File: config.mk
export PLATFORM = sky130hd
export DESIGN_NAME = hsv_to_rgb_converter
export DESIGN_NICKNAME = d
export VERILOG_FILES = /design/src/design/hsv_pkg.sv /design/src/design/hsv_sector.sv /design/src/design/hsv_scale.sv /design/src/design/hsv_mix.sv /design/src/design/hsv_to_rgb_converter.sv
export SDC_FILE = /design/constraint.sdc
export NUM_CORES = 1
export LEC_CHECK = 0
export ABC_CLOCK_PERIOD_IN_PS = 6400
export BUFFER_PORTS_ARGS = -buffer_cell sky130_fd_sc_hd__buf_2
export CAP_MARGIN = 20
export CELL_PAD_IN_SITES_DETAIL_PLACEMENT = 1
export CELL_PAD_IN_SITES_GLOBAL_PLACEMENT = 1
export CORE_ASPECT_RATIO = 1.2
export CORE_MARGIN = 2
export CORE_UTILIZATION = 52
export DETAILED_ROUTE_END_ITERATION = 10
export GPL_TIMING_DRIVEN = 0
export PLACE_DENSITY = 0.87
export SYNTH_ARGS = -nofsm -noshare
export SYNTH_HDL_FRONTEND = slang
export SYNTH_HIERARCHICAL = 1
export SYNTH_SLANG_ARGS = --single-unit
File: constraint.sdc
create_clock -name clock -period 6.4 [get_ports clock]
set_clock_uncertainty 0.1 [all_clocks]
set_input_delay 0.64 -clock clock [delete_from_list [all_inputs] [get_ports clock]]
set_output_delay 0.64 -clock clock [all_outputs]
set_load 0.02 [all_outputs]
File: src/design/hsv_pkg.sv
// Shared types, constants and helpers for the HSV to RGB pipeline.
package hsv_pkg;

   localparam int CHANNEL_BITS   = 8;
   localparam int HUE_BITS       = 13;
   localparam int SECTOR_BITS    = 3;
   localparam int REM_BITS       = 10;
   localparam int FRAC_BITS      = 8;
   localparam int SECTOR_COUNT   = 6;
   localparam int FRAC_PRE_SHIFT = 2;
   localparam int RECIP_BITS     = 13;
   localparam int RECIP_SHIFT    = 16;
   localparam int FRAC_PROD_BITS = REM_BITS + FRAC_PRE_SHIFT + RECIP_BITS;
   localparam int PROD_BITS      = 2 * CHANNEL_BITS;

   localparam logic [HUE_BITS-1:0]     HUE_TURN   = 13'd5760;
   localparam logic [HUE_BITS-1:0]     HUE_SECTOR = 13'd960;
   localparam logic [RECIP_BITS-1:0]   FRAC_RECIP = 13'd4370;
   localparam logic [CHANNEL_BITS-1:0] MAXV       = '1;
   localparam logic [FRAC_BITS:0]      FRAC_ONE   = {1'b1, {FRAC_BITS{1'b0}}};

   localparam logic [SECTOR_BITS-1:0] SEC_RED     = 3'd0;
   localparam logic [SECTOR_BITS-1:0] SEC_YELLOW  = 3'd1;
   localparam logic [SECTOR_BITS-1:0] SEC_GREEN   = 3'd2;
   localparam logic [SECTOR_BITS-1:0] SEC_CYAN    = 3'd3;
   localparam logic [SECTOR_BITS-1:0] SEC_BLUE    = 3'd4;
   localparam logic [SECTOR_BITS-1:0] SEC_MAGENTA = 3'd5;

   typedef struct packed {
      logic [HUE_BITS-1:0]     hue;
      logic [CHANNEL_BITS-1:0] saturation;
      logic [CHANNEL_BITS-1:0] brightness;
   } hsv_req_type;

   typedef struct packed {
      logic [CHANNEL_BITS-1:0] red;
      logic [CHANNEL_BITS-1:0] green;
      logic [CHANNEL_BITS-1:0] blue;
   } hsv_rsp_type;

   typedef struct packed {
      logic [SECTOR_BITS-1:0]  sector;
      logic [FRAC_BITS-1:0]    frac;
      logic [CHANNEL_BITS-1:0] saturation;
      logic [CHANNEL_BITS-1:0] brightness;
   } hsv_frac_type;

   typedef struct packed {
      logic [SECTOR_BITS-1:0]  sector;
      logic [CHANNEL_BITS-1:0] brightness;
      logic [PROD_BITS-1:0]    pprod;
      logic [PROD_BITS-1:0]    qprod;
      logic [PROD_BITS-1:0]    tprod;
   } hsv_prod_type;

   // floor(x / MAXV) for any product of two channel values
   function automatic logic [CHANNEL_BITS-1:0] div_maxv(input logic [PROD_BITS-1:0] x);
      logic [PROD_BITS:0] sum;
      sum = {1'b0, x} + (PROD_BITS+1)'(x >> CHANNEL_BITS) + (PROD_BITS+1)'(1);
      return sum[CHANNEL_BITS +: CHANNEL_BITS];
   endfunction

endpackage

File: src/design/hsv_sector.sv
// Out-of-range hue to zero, sector split and 8-bit fraction within the sector (two stages).
module hsv_sector (
   input  logic                 clock,
   input  logic                 reset,
   input  logic                 in_valid,
   output logic                 in_stall,
   input  hsv_pkg::hsv_req_type in_data,
   output logic                 out_valid,
   input  logic                 out_stall,
   output hsv_pkg::hsv_frac_type out_data
);
   import hsv_pkg::*;

   logic                    a_valid_ff;
   logic [SECTOR_BITS-1:0]  a_sector_ff;
   logic [SECTOR_BITS-1:0]  a_sector_in;
   logic [REM_BITS-1:0]     a_rem_ff;
   logic [REM_BITS-1:0]     a_rem_in;
   logic [CHANNEL_BITS-1:0] a_sat_ff;
   logic [CHANNEL_BITS-1:0] a_bri_ff;

   logic                    b_valid_ff;
   hsv_frac_type            b_data_ff;
   hsv_frac_type            b_data_in;

   logic                    en_a;
   logic                    en_b;
   logic [FRAC_PROD_BITS-1:0] frac_prod;

   assign en_b     = !b_valid_ff || !out_stall;
   assign en_a     = !a_valid_ff || en_b;
   assign in_stall = !en_a;

   always_comb begin
      logic [HUE_BITS-1:0] hh;
      logic [HUE_BITS-1:0] bound;
      logic [HUE_BITS-1:0] base;
      hh = in_data.hue;
      if (hh >= HUE_TURN) begin
         hh = '0;
      end
      a_sector_in = SEC_RED;
      base        = '0;
      for (int k = 1; k < SECTOR_COUNT; k++) begin
         bound = HUE_BITS'(k * int'(HUE_SECTOR));
         if (hh >= bound) begin
            a_sector_in = SECTOR_BITS'(k);
            base        = bound;
         end
      end
      a_rem_in = REM_BITS'(hh - base);
   end

   always_comb begin
      frac_prod = FRAC_PROD_BITS'({a_rem_ff, {FRAC_PRE_SHIFT{1'b0}}})
                * FRAC_PROD_BITS'(FRAC_RECIP);
      b_data_in.sector     = a_sector_ff;
      b_data_in.frac       = frac_prod[RECIP_SHIFT +: FRAC_BITS];
      b_data_in.saturation = a_sat_ff;
      b_data_in.brightness = a_bri_ff;
   end

   always_ff @(posedge clock) begin
      if (reset) begin
         a_valid_ff <= 1'b0;
         b_valid_ff <= 1'b0;
      end else begin
         if (en_a) begin
            a_valid_ff <= in_valid;
         end
         if (en_b) begin
            b_valid_ff <= a_valid_ff;
         end
      end
   end

   always_ff @(posedge clock) begin
      if (en_a) begin
         a_sector_ff <= a_sector_in;
         a_rem_ff    <= a_rem_in;
         a_sat_ff    <= in_data.saturation;
         a_bri_ff    <= in_data.brightness;
      end
      if (en_b) begin
         b_data_ff <= b_data_in;
      end
   end

   assign out_valid = b_valid_ff;
   assign out_data  = b_data_ff;

endmodule

File: src/design/hsv_scale.sv
// Saturation scaling and brightness products for p, q and t (two stages).
module hsv_scale (
   input  logic                  clock,
   input  logic                  reset,
   input  logic                  in_valid,
   output logic                  in_stall,
   input  hsv_pkg::hsv_frac_type in_data,
   output logic                  out_valid,
   input  logic                  out_stall,
   output hsv_pkg::hsv_prod_type out_data
);
   import hsv_pkg::*;

   logic                    c_valid_ff;
   logic [SECTOR_BITS-1:0]  c_sector_ff;
   logic [CHANNEL_BITS-1:0] c_sat_ff;
   logic [CHANNEL_BITS-1:0] c_bri_ff;
   logic [CHANNEL_BITS-1:0] c_kq_ff;
   logic [CHANNEL_BITS-1:0] c_kq_in;
   logic [CHANNEL_BITS-1:0] c_kt_ff;
   logic [CHANNEL_BITS-1:0] c_kt_in;

   logic                    d_valid_ff;
   hsv_prod_type            d_data_ff;
   hsv_prod_type            d_data_in;

   logic                    en_c;
   logic                    en_d;
   logic [CHANNEL_BITS+FRAC_BITS-1:0] sf_prod;
   logic [CHANNEL_BITS+FRAC_BITS:0]   sfc_prod;

   assign en_d     = !d_valid_ff || !out_stall;
   assign en_c     = !c_valid_ff || en_d;
   assign in_stall = !en_c;

   always_comb begin
      sf_prod  = (CHANNEL_BITS+FRAC_BITS)'(in_data.saturation)
               * (CHANNEL_BITS+FRAC_BITS)'(in_data.frac);
      sfc_prod = (CHANNEL_BITS+FRAC_BITS+1)'(in_data.saturation)
               * (CHANNEL_BITS+FRAC_BITS+1)'(FRAC_ONE - {1'b0, in_data.frac});
      c_kq_in  = MAXV - sf_prod[FRAC_BITS +: CHANNEL_BITS];
      c_kt_in  = MAXV - sfc_prod[FRAC_BITS +: CHANNEL_BITS];
   end

   always_comb begin
      d_data_in.sector     = c_sector_ff;
      d_data_in.brightness = c_bri_ff;
      d_data_in.pprod      = PROD_BITS'(c_bri_ff) * PROD_BITS'(MAXV - c_sat_ff);
      d_data_in.qprod      = PROD_BITS'(c_bri_ff) * PROD_BITS'(c_kq_ff);
      d_data_in.tprod      = PROD_BITS'(c_bri_ff) * PROD_BITS'(c_kt_ff);
   end

   always_ff @(posedge clock) begin
      if (reset) begin
         c_valid_ff <= 1'b0;
         d_valid_ff <= 1'b0;
      end else begin
         if (en_c) begin
            c_valid_ff <= in_valid;
         end
         if (en_d) begin
            d_valid_ff <= c_valid_ff;
         end
      end
   end

   always_ff @(posedge clock) begin
      if (en_c) begin
         c_sector_ff <= in_data.sector;
         c_sat_ff    <= in_data.saturation;
         c_bri_ff    <= in_data.brightness;
         c_kq_ff     <= c_kq_in;
         c_kt_ff     <= c_kt_in;
      end
      if (en_d) begin
         d_data_ff <= d_data_in;
      end
   end

   assign out_valid = d_valid_ff;
   assign out_data  = d_data_ff;

endmodule

File: src/design/hsv_mix.sv
// Division by full scale, six-way channel mapping and the output register.
module hsv_mix (
   input  logic                  clock,
   input  logic                  reset,
   input  logic                  in_valid,
   output logic                  in_stall,
   input  hsv_pkg::hsv_prod_type in_data,
   output logic                  out_valid,
   input  logic                  out_stall,
   output hsv_pkg::hsv_rsp_type  out_data
);
   import hsv_pkg::*;

   logic        e_valid_ff;
   hsv_rsp_type e_data_ff;
   hsv_rsp_type e_data_in;
   logic        en_e;

   logic [CHANNEL_BITS-1:0] p_val;
   logic [CHANNEL_BITS-1:0] q_val;
   logic [CHANNEL_BITS-1:0] t_val;
   logic [CHANNEL_BITS-1:0] v_val;

   assign en_e     = !e_valid_ff || !out_stall;
   assign in_stall = !en_e;

   always_comb begin
      p_val = div_maxv(in_data.pprod);
      q_val = div_maxv(in_data.qprod);
      t_val = div_maxv(in_data.tprod);
      v_val = in_data.brightness;
      unique case (in_data.sector)
         SEC_RED: begin
            e_data_in = '{red: v_val, green: t_val, blue: p_val};
         end
         SEC_YELLOW: begin
            e_data_in = '{red: q_val, green: v_val, blue: p_val};
         end
         SEC_GREEN: begin
            e_data_in = '{red: p_val, green: v_val, blue: t_val};
         end
         SEC_CYAN: begin
            e_data_in = '{red: p_val, green: q_val, blue: v_val};
         end
         SEC_BLUE: begin
            e_data_in = '{red: t_val, green: p_val, blue: v_val};
         end
         default: begin
            e_data_in = '{red: v_val, green: p_val, blue: q_val};
         end
      endcase
   end

   always_ff @(posedge clock) begin
      if (reset) begin
         e_valid_ff <= 1'b0;
      end else if (en_e) begin
         e_valid_ff <= in_valid;
      end
   end

   always_ff @(posedge clock) begin
      if (en_e) begin
         e_data_ff <= e_data_in;
      end
   end

   assign out_valid = e_valid_ff;
   assign out_data  = e_data_ff;

endmodule

File: src/design/hsv_to_rgb_converter.sv
// HSV to RGB converter top level: five-stage pipeline, one request per cycle.
// Stages: a and b in hsv_sector, c and d in hsv_scale, e in hsv_mix; a request
// passes through them in that order and reaches rsp_ from the output register e.
// Throughput: 1 request per cycle; a stage holds only while its successor is full
// and held, so only a stalled output register holds the pipeline.
// Reset: synchronous; clears every stage valid bit, the pipeline comes up empty.
module hsv_to_rgb_converter (
   input  logic                 clock,
   input  logic                 reset,
   input  logic                 req_valid,
   output logic                 req_stall,
   input  hsv_pkg::hsv_req_type req_data,
   output logic                 rsp_valid,
   input  logic                 rsp_stall,
   output hsv_pkg::hsv_rsp_type rsp_data
);
   import hsv_pkg::*;

   logic         frac_valid;
   logic         frac_stall;
   hsv_frac_type frac_data;
   logic         prod_valid;
   logic         prod_stall;
   hsv_prod_type prod_data;

   hsv_sector u_sector (
      .clock     (clock),
      .reset     (reset),
      .in_valid  (req_valid),
      .in_stall  (req_stall),
      .in_data   (req_data),
      .out_valid (frac_valid),
      .out_stall (frac_stall),
      .out_data  (frac_data)
   );

   hsv_scale u_scale (
      .clock     (clock),
      .reset     (reset),
      .in_valid  (frac_valid),
      .in_stall  (frac_stall),
      .in_data   (frac_data),
      .out_valid (prod_valid),
      .out_stall (prod_stall),
      .out_data  (prod_data)
   );

   hsv_mix u_mix (
      .clock     (clock),
      .reset     (reset),
      .in_valid  (prod_valid),
      .in_stall  (prod_stall),
      .in_data   (prod_data),
      .out_valid (rsp_valid),
      .out_stall (rsp_stall),
      .out_data  (rsp_data)
   );

endmodule

# Yosys cells after proc, flatten, opt, wreduce, memory -nomap -nowiden
# Index checks and enable logic that the tools add are counted.
# totals
regBits,179
output_inout_bits,26
# op_classes
muxes,11
eq_ne,4
reduce_logical,14
magnitude_cmp,6
n_addsub,11
n_mul,6
# ops
cell,count
24-bit one-hot mux with 5 select lines,1
10-bit 2-to-1 mux,5
16-bit by 1-bit adder with 16-bit output (second input constant),3
16-bit by 8-bit adder with 16-bit output,3
8-bit by 8-bit multiplier with 16-bit output,3
13-bit by 12-bit >= comparator with 1-bit output (second input constant),2
13-bit >= comparator (second input constant),2
10-bit by 12-bit multiplier with 21-bit output (second input constant),1
8-bit by 17-bit multiplier with 16-bit output,1
8-bit by 16-bit multiplier with 16-bit output,1
8-bit subtractor (first input constant),2
13-bit by 10-bit >= comparator with 1-bit output (second input constant),1
13-bit by 11-bit >= comparator with 1-bit output (second input constant),1
13-bit 2-to-1 mux,1
10-bit subtractor,1
9-bit by 8-bit subtractor with 10-bit output (first input constant),1
8-bit by 8-bit subtractor with 9-bit output (first input constant),1
1-bit logical NOT,7
3-bit by 2-bit equality test with 1-bit output (second input constant),2
1-bit logical OR,5
2-bit 2-to-1 mux,2
3-bit by 1-bit equality test with 1-bit output (second input constant),1
3-bit equality test (second input constant),1
3-bit logical NOT,1
other kinds (2),3

# Longest topological paths before layout
# depth
ltp_word,9
mapped_depth,20
ltp_nobuf,19

# Modules after synthesis
# The synthesis kept the hierarchy.
# modules_own_cells
module,n_inst,area_per_inst_um2,seq_area_each_um2,cells_per_inst
hsv_scale,1,13390.3,2862.7,1349
hsv_sector,1,3088.0,1721.7,224
hsv_mix,1,2618.8,740.7,313

# Least setup slack after synthesis
# OpenSTA, ideal clock, no wires.
# synth_path
path_kind,reg-to-reg
startpoint,register u_sector.b_data_ff (netlist bit u_sector/out_data[21])
endpoint,"register u_scale.c_kt_ff[5], data pin"
required_ns,6.046
period_less_slack_ns,5.341
stages_incl_launch_ff,19
arrival_ns,4.987
setup_ns,0.254
n_path_buf,1
path_slack_ns,1.059
cell_sequence,edfxtp_1 buf_6 or4_4 nor4_2 xnor2_1 and2_1 fa_1 fa_1 fa_1 inv_1 fa_1 inv_1 ha_1 nand4_1 nor4_1 o31ai_1 a21boi_0 o21ai_0 a21o_1
# synth_via
elab_chain_cells,3
# synth_lines
element,line_no,text
"start, declared",hsv_sector.sv:23,hsv_frac_type b_data_ff;
"start signal, assigned",hsv_sector.sv:85,b_data_ff <= b_data_in;
9-bit by 8-bit subtractor with 10-bit output,hsv_scale.sv:40,"* (CHANNEL_BITS+FRAC_BITS+1)'(FRAC_ONE - {1'b0, in_data.frac});"
8-bit by 17-bit multiplier with 16-bit output,hsv_scale.sv:40,
8-bit subtractor,hsv_scale.sv:42,c_kt_in = MAXV - sfc_prod[FRAC_BITS +: CHANNEL_BITS];
named net u_scale.c_kt_in[5],hsv_scale.sv:21,logic [CHANNEL_BITS-1:0] c_kt_in;
"end signal, assigned",hsv_scale.sv:73,c_kt_ff <= c_kt_in;
"end, declared",hsv_scale.sv:20,logic [CHANNEL_BITS-1:0] c_kt_ff;
# The timed path passes the listed nets, and every way through them passes these cells.
# A chain may end at the register's enable or synchronous reset.

# Worst setup path in the final report
# layout_path
startpoint,register u_sector.b_data_ff (netlist bit u_sector/out_data[19])
endpoint,"register u_scale.c_kt_ff[4], data pin"
# The elaborated chain is that of the path after synthesis.

==> impl_metrics.toml <==
[layout]
layout.nets = 2432
drive_gt1_share_pct = 7.23
diodes = 0
syn_to_final_growth_pct = 8.96

[detailed_routing]
routedWlPerCell_um = 23.0
antenna_left = 0
dr.pass1.iters = 5
viasPerCell = 5.85
drtIter0Drc = 964
drc = 0
num_vias = 14300
drt_wl_total_mm = 56.2

[grt]
grt.overflow.total = 0
grt_max_degree = 45
grt_pass1_wl_mm = 87.2
grt_pass1_vias = 16500
antenna_found_initial = 0
grt_use_total_pct = 29.7

[setup_path]
path_class = "reg -> reg"
crit_fanout = 10
critPathTopFamily = "adder cells"
required_ps = 6550
cpPeakStageDelay_ps = 610
worst-r2r-setup-slack_ps = 230
start_kind = "flip-flop"
reg2reg_depth = 19
end_kind = "flip-flop"
critPathArrivalTime_ps = 6320
r2r_start = "u_sector/out_data[19]"
worst-path-buf-inv = 4
cpMostUsedCell = "fa_1"
r2r-end = "u_scale/c_kt_ff[4]"
path_cells = "clkbuf_1, nor2_1, nor4b_2, xnor2_2, nand2_1, fa_1, fa_1, inv_1, fa_1, inv_1, fa_1, inv_1, ha_1, a211oi_1, o22ai_1, o31ai_1, a21boi_0, nor2_1, xor2_1"
cpMaxStageDelayCell = "fa_1"
worstSetupPathDepth = 19

[clock_network]
clkTransAtPathRegs_ps = 90
cts.repair.resized = 1
cts_tree = "done"
numCtsBuffers = 17
postCtsSetupBuffers = 0
cts.sinks = 179
clk_latency_ps = 480
cts_max_level = 4
hold_buffers = 0
cts-root-buf = "clkbuf_16"
clk_path_buf_depth = 2

[hold_path]
hp-start = "req_data[8]"
hp-class = "in -> reg"
whs_path_depth = 1
worstHoldEndpoint = "u_sector/a_sat_ff[0]"

[sta]
fin_setup_tns_ps = 0
setup_viol = 0
relSlewSlack_pct = 35.7
fin_ws_ps = 232
fin_crit_ps = 6170
maxSlewViolCount = 0
finalCritPeriodShare_pct = 96.4
hold_viol_final = 0
fmax_mhz = 162
worst_pin_slew_ps = 963

[synth]
synth_top_cell_area_share_pct = 27.4
syn_inst = 1886
synthTopCellsByArea = "edfxtp_1, fa_1, ha_1, inv_1, and2_1"
ys_seq_area_share_pct = 27.9
synth.most_common_cell = "inv_1"
synth_fp_nets = 2352
post_synth_instance_area_um2 = 19100
synth_edf_count = 174
ys.flop_type = "edfxtp_1"
async_reset_ff_share_pct = 0
synth_top_cell_by_area = "edfxtp_1"
ys_seq_elements = 179
synth_cell_types = 80
synthTopCellsByCount = "inv_1, ha_1, fa_1, edfxtp_1, nand2_1"
synth-warning-count = 6
avgSynthCellArea_um2 = 10.1

[die]
core_um2 = 36000
die_y_um = 214
initial_core_util_pct = 53.0
ioPinCount = 59
rows = 76
dieArea_um2 = 38300
die_w_um = 179

[job]
maxCapViolCount = 0

[placement]
dp.final_hpwl_mm = 42.2
routabilityCongestion = 0.926
place_ws_ps = -60.4
port_buffers = 58

[outcome]
status = "complete, no violations"
==> logic make-up after synthesis <==
group	Yosys count	share of synthesized area, %
XOR/XNOR	87	4.07
AO/OA/AOI/OAI	256	9.34
adder cells (fa/ha/maj)	433	35.9
multiplexers	6	0.321
buffers and inverters	381	7.55
flip-flops	179	27.9
AND/OR/NAND/NOR	544	14.9
==> registers in the layout (all words and copies together), names as in the netlist, 8 cells and up <==
name               cells
u_mix/out_data        24
u_scale/c_bri_ff       8
u_scale/c_kq_ff        8
u_scale/c_kt_ff        8
u_scale/c_sat_ff       8
u_scale/out_data      59
u_sector/a_bri_ff      8
u_sector/a_rem_ff     10
u_sector/a_sat_ff      8
u_sector/out_data     27
==> worst max-delay path by stage <==
| stage | start | end |
|---|---|---|
| detailed placement | u_sector/out_data[17] | u_scale/c_kt_ff[5] |
| global placement | u_sector/out_data[17] | u_scale/c_kt_ff[5] |
| finish | u_sector/out_data[19] | u_scale/c_kt_ff[4] |
| global route | u_sector/out_data[17] | u_scale/c_kt_ff[4] |
| CTS | u_sector/out_data[17] | u_scale/c_kt_ff[4] |
| floorplan | u_sector/out_data[21] | u_scale/c_kt_ff[5] |
==> per-layer routing <==
| layer | share of wire (%) | vias to the layer above | track usage (%) |
|---|---|---|---|
| li1 | - | 6388 | - |
| met1 | 37 | 7228 | 31.6 |
| met2 | 54 | 477 | 55.1 |
| met3 | 3.5 | 215 | 4.08 |
| met4 | 5.8 | 0 | 17.3 |
| met5 | 0 | - | 0 |
==> metrics by stage <==
step / instance area [um2] / cells / hold slack [ps] / utilization (%)
floorplan: 19100 / 1886 / 300 / -
global placement: 20000 / 2412 / 301 / 55.4
detailed placement: 20000 / 2414 / 306 / 55.6
CTS: 20700 / 2446 / 223 / 57.4
global route: 20800 / 2447 / 223 / 57.7
finish: 20800 / 2447 / 235 / 57.7
==> placed cells by master, fill, tap and decap left out, drive strengths merged, types with 5 or more instances in the layout <==
| cell type | count |
|---|---|
| buf | 67 |
| mux2i | 5 |
| o21bai | 8 |
| nand4 | 10 |
| ha | 241 |
| clkinv | 7 |
| o41ai | 5 |
| a211oi | 11 |
| dfxtp | 5 |
| a31oi | 7 |
| o211ai | 18 |
| and3 | 7 |
| nor2 | 65 |
| o21ai | 63 |
| clkbuf | 58 |
| a221oi | 7 |
| nand2 | 169 |
| nor4 | 9 |
| fa | 192 |
| o22ai | 9 |
| xnor2 | 60 |
| a21oi | 63 |
| inv | 341 |
| a21o | 20 |
| nor3 | 20 |
| edfxtp | 174 |
| nor2b | 42 |
| xor2 | 27 |
| nand2b | 37 |
| nand3 | 18 |
| and2 | 153 |
==> area by class of cell <==
cell class	count	area [um2]
fill	3964	15200
multi-input combinational	1326	12400
sequential	179	5330
inverter	334	1250
tap	468	586
clock buffer	17	425
timing repair buffer	62	393
clock inverter	15	240
buffer	46	186
Power is not shown: default switching activity piles up to over one toggle a cycle in this logic, so the estimate is an artifact.
